**config.mk**
```make
export PLATFORM = sky130hd
export DESIGN_NAME = metc_ctrl
export DESIGN_NICKNAME = d
export VERILOG_FILES = /design/src/design/metc_pkg.sv /design/src/design/metc_ctrl.sv
export SDC_FILE = /design/constraint.sdc
export NUM_CORES = 1
export LEC_CHECK = 0
export ABC_AREA = 1
export BUFFER_PORTS_ARGS = -buffer_cell sky130_fd_sc_hd__buf_2
export CAP_MARGIN = 10
export CORE_AREA = 2 2 39 41
export CTS_CLUSTER_SIZE = 16
export DETAILED_ROUTE_END_ITERATION = 10
export DIE_AREA = 0 0 41 43
export SLEW_MARGIN = 5
export SYNTH_ARGS = -nofsm -noshare
export SYNTH_HDL_FRONTEND = slang
export SYNTH_SLANG_ARGS = --single-unit
```
**constraint.sdc**
```tcl
create_clock -name clk -period 2.26 [get_ports clk]
set_clock_uncertainty 0.15 [all_clocks]
set_input_delay 0.226 -clock clk [delete_from_list [all_inputs] [get_ports clk]]
set_output_delay 0.226 -clock clk [all_outputs]
set_load 0.1 [all_outputs]
```
**src/design/metc_pkg.sv**
```systemverilog
// shared constants, types and codes of the mandelbrot escape-time color unit
`default_nettype none

package metc_pkg;

    // fixed-point format and widths
    localparam int FRAC_BITS = 28;
    localparam int ITER_BITS = 16;
    localparam int COORD_W   = 32;
    localparam int PROD_W    = 2 * COORD_W;
    localparam int COLOR_W   = 8;
    localparam int CFG_W     = 16;

    // iteration limit after reset
    localparam logic [CFG_W-1:0] MAX_ITER_RESET = 16'd10000;

    // squared magnitude bound, 4.0 in the truncated square format
    localparam logic [PROD_W-1:0] ESCAPE_LIMIT = 64'd4 << FRAC_BITS;

    // color codes
    localparam logic [COLOR_W-1:0] COLOR_INSIDE = 8'd255;
    localparam logic [COLOR_W-1:0] MOD_LAST     = 8'd254;

    // controller states
    typedef enum logic [1:0] {
        ST_IDLE,
        ST_MUL,
        ST_UPD
    } metc_state_t;

    // controller to datapath commands
    typedef struct packed {
        logic load;
        logic mul;
        logic step;
        logic res_wr;
        logic res_inside;
    } metc_cmd_t;

    // datapath to controller status
    typedef struct packed {
        logic lim_zero;
        logic escaped;
        logic at_limit;
    } metc_sts_t;

endpackage

`default_nettype wire

```
**src/design/metc_ctrl.sv**
```systemverilog
// controller: iteration sequencing and result register handshake
`default_nettype none

module metc_ctrl
(
    input  wire logic                clk,
    input  wire logic                rst_n,
    input  wire logic                in_valid,
    output logic                     in_ready,
    output logic                     out_valid,
    input  wire logic                out_ready,
    input  wire metc_pkg::metc_sts_t sts,
    output metc_pkg::metc_cmd_t      cmd
);

    metc_pkg::metc_state_t state_reg;
    metc_pkg::metc_state_t state_next;
    logic                  out_valid_reg;
    logic                  out_valid_next;
    logic                  out_free;

    // state and result valid registers
    always_ff @(posedge clk or negedge rst_n)
    begin
        if (!rst_n)
        begin
            state_reg     <= metc_pkg::ST_IDLE;
            out_valid_reg <= 1'b0;
        end
        else
        begin
            state_reg     <= state_next;
            out_valid_reg <= out_valid_next;
        end
    end

    assign out_free = !out_valid_reg || out_ready;

    // next state and commands
    always_comb
    begin
        state_next = state_reg;
        cmd        = '0;
        in_ready   = 1'b0;
        unique case (state_reg)
            metc_pkg::ST_IDLE:
            begin
                // zero limit finishes on the accepting transfer
                in_ready = sts.lim_zero ? out_free : 1'b1;
                if (in_valid && in_ready)
                begin
                    cmd.load = 1'b1;
                    if (sts.lim_zero)
                    begin
                        cmd.res_wr     = 1'b1;
                        cmd.res_inside = 1'b1;
                    end
                    else
                    begin
                        state_next = metc_pkg::ST_MUL;
                    end
                end
            end
            metc_pkg::ST_MUL:
            begin
                cmd.mul    = 1'b1;
                state_next = metc_pkg::ST_UPD;
            end
            metc_pkg::ST_UPD:
            begin
                // finish waits here while the result register is still full
                if (sts.escaped || sts.at_limit)
                begin
                    if (out_free)
                    begin
                        cmd.res_wr     = 1'b1;
                        cmd.res_inside = !sts.escaped;
                        state_next     = metc_pkg::ST_IDLE;
                    end
                end
                else
                begin
                    cmd.step   = 1'b1;
                    state_next = metc_pkg::ST_MUL;
                end
            end
            default:
            begin
                state_next = metc_pkg::ST_IDLE;
            end
        endcase
    end

    // result valid: set on write, cleared on output transfer
    always_comb
    begin
        priority if (cmd.res_wr)
        begin
            out_valid_next = 1'b1;
        end
        else if (out_ready)
        begin
            out_valid_next = 1'b0;
        end
        else
        begin
            out_valid_next = out_valid_reg;
        end
    end

    assign out_valid = out_valid_reg;

endmodule

`default_nettype wire

```
* Yosys cells after proc, flatten, opt, wreduce, memory -nomap -nowiden
Cells that the tools add are included.
** Storage, ports and cells
- Register bits :: 3
- Output and inout bits :: 7
** Cells by class
- Multiplexer cells :: 19
- Equality and inequality tests :: 5
- Reduce and logical (&&, ||, !) cells :: 8
** Operators with widths (count)
- 2-bit 2-to-1 mux :: 8
- 1-bit 2-to-1 mux :: 9
- 2-bit case mux with 3 select lines :: 1
- 2-bit inequality test (second input constant) :: 2
- 2-bit case mux with 2 select lines :: 1
- 3-bit inequality test (second input constant) :: 1
- 3-bit AND reduction :: 1
- 2-bit by 1-bit equality test with 1-bit output (second input constant) :: 1
- 2-bit equality test (second input constant) :: 1
- 1-bit logical NOT :: 2
- 2-bit logical NOT :: 1
- 1-bit logical OR :: 2
- 2-bit nonzero test :: 1
- 1-bit logical AND :: 1

* Depth between registers and ports, before layout
- Depth in word-level cells :: 7
- Gate-level depth with buffers :: 6
- Gate-level depth less buffers :: 6

* Worst setup path before layout
Ideal clock, no wire load.
- Path type :: register to output
- Start :: register out_valid_reg (netlist: out_valid)
- End :: output port cmd[0] (netlist name)
- Slack :: -0.082 ns
- Stages on the path, launching flop included :: 4
- Arrival :: 1.966 ns
- Buffers on the path :: 0
- Cell sequence :: dfrtp_1 nand2_1 nand3b_2 o21ai_2
** RTL lines
- start: declaration :: line metc_ctrl.sv:18 : logic out_valid_reg;
- start signal: assignment :: line metc_ctrl.sv:33 : out_valid_reg <= out_valid_next;
- end: declaration :: line metc_ctrl.sv:13 : output metc_pkg::metc_cmd_t cmd

==> results.md <==
* Final period util at 0.8570
* Slew HR at 0.6791
* Met3 Use GR at 0.06806
* Number of synthesized register bits at 3
* WP data required at 1.88 ns
* Synth warn at 0
* CTS Buf Count at 3
* Worst Hold Class: in2reg
* Met2 GRT Util at 0.08125
* Syn Nets at 40
* CP Capture Type: primary output
* Post-route antenna net violation count at 0
* Tot GR Track Use at 0.06848
* Vias in the first global route at around 200
* Status: completed
* P&R area growth vs syn at 49.46%
* Tmin final at 1.937 ns
* # hold bufs at CTS at 1
* Wire per inst at around 7.4 um
* Fraction of layout cells with a size suffix above 1 at 0.4694
* Max FFs per register at 2
* WL final at 479 um
* Top Ports at 14
* Syn Area/Cell at roughly 7 sq um
* FF-to-FF setup slack at 1.11 ns
* Total inserted antenna cells at 0
* First-pass DRT Iterations at 3
* Setup-failing EPs final at 0
* Antenna violations before repair at 0
* RSZ-0062 raised after global routing: false
* Residual DRC at 0
* Core Footprint at roughly 1400 sq um
* Post-CTS Resized at 0
* Via count at 236
* CP delay by family, top: simple AND/OR/NAND/NOR gates
* Final Hold Vio Count at 0
* Worst setup SP type: register
* Grt total ovfl at 0
* Crit path buf inv count at 1
* Yosys cell types at 13
* Clock sink count at 3
* CP peak stage delay at 0.42 ns
* Initial Utilization at 0.1664
* Via density per instance at 3.631
* Busiest grt layer: met2
* Full die area at 1763 sq um
* 1st-iter DRT viols at 2
* F_max at 516.3 MHz
* Setup TNS at 0 ns
* Slew Limit Fails at 0
* Mapped Cells at 33
* CP cell instances: nor2_2, nand4_1, nand2_1, buf_2
* Placer Congestion at 0.6676
* Maximum clock path buffer count at 2
* Worst Path Arrival at 1.56 ns
* Met1 Use GR at 0.06494
* Clock root buffer: clkbuf_4
* Crit path max fanout at 4
* Die width at 41 um
* First-pass GRT wire length at 717 um
* Maximum capacitance violations at 0
* Post-CTS setup buffers at 0
* Worst-path clk slew at roughly 0.040 ns
* Clk_lat worst skew at 0.23 ns
* CTS tree: yes
* # H-tree levels at 1
* CP max-delay cell: buf_2
* Setup CP Type: reg2out
* NumNets Final at 57
* Worst-Margin Slew at 0.4847 ns
* Sequential element share of the synthesized area at 0.3261
* Mapped cell area at 230.2 sq um
* IO Port Bufs at 13
* FP Rows at 14
* Die height at 43 um
* Largest net degree at the start of global routing at 5
[Yosys cell counts, drive strengths merged]
library cell,n,area share
buf,2,0.065
nand3b,1,0.049
nor2,6,0.16
nand2,8,0.13
dfrtp,3,0.33
inv,7,0.11
nand4,1,0.027
o21ai,2,0.060
nand3,3,0.065
[routing by layer]
layer | up-vias | routed length (um)
met1 | 99 | 214
met2 | 7 | 211
met3 | 0 | 53
met4 | 0 | 0
met5 | - | 0
li1 | 130 | -
[cell usage in the layout (no fill, tap or decap), drive strengths merged]
master and instances:
clkbuf 4, nand3 3, o21ai 2, nand4 1, nand2 8, inv 7
buf 13, nor2 6, dlygate4sd3 1, dfrtp 3, nand3b 1
[cell families (layout without fill, tap and decap cells)]
logic type             Yosys count  in the layout  synth area share
DFF                              3              3            0.3261
buffers and inverters            9             25            0.1793
and+or+nand+nor                 19             19            0.4348
AOI/OAI and AO/OA                2              2           0.05977
[area by class of cell]
type	count	area [sq um]
tap	16	20.02
multi-input combinational	21	121.4
sequential	3	75.07
clock buffer	4	26.28
fill	154	1040
inverter	7	26.28
timing repair buffer	14	75.07
[tightest hold or removal path, stage by stage]
cell and delay [ns]:
buf_2 0.10, nand2_1 0.05, nand2_1 0.08, nor2_2 0.04
[through the flow]
| step | instances | hold WS (ns) | cell area [sq um] | utilization | worst slack [ns] |
|---|---|---|---|---|---|
| 6_report | 65 | 0.1583 | 344.1 | 0.2486 | 0.3232 |
| 5_1_grt | 65 | 0.1585 | 344.1 | 0.2486 | 0.2225 |
| 4_1_cts | 65 | 0.1433 | 344.1 | 0.2486 | 0.3009 |
| 3_5_place_dp | 60 | -0.1244 | 307.8 | 0.2224 | 0.5629 |
| 3_3_place_gp | 60 | -0.1258 | 307.8 | 0.2224 | 0.5865 |
| 2_1_floorplan | 33 | -0.2196 | 237.7 | - | 0.1651 |
[path summary, 6_finish.rpt]
kind | startpoint | end | cells after the start
setup / recovery | state_reg[1] | cmd[1] | 4
hold / removal | sts[2] | state_reg[0] | 4
setup reg to reg | state_reg[1] | out_valid | 3
hold reg to reg | state_reg[1] | state_reg[1] | 1
max in group asynchronous | rst_n | state_reg[0] | 2
min in group asynchronous | rst_n | state_reg[1] | 2
Power is left out: the tool's default activity adds up to more than one toggle a clock period on the data nets, which glitch-free logic cannot reach.
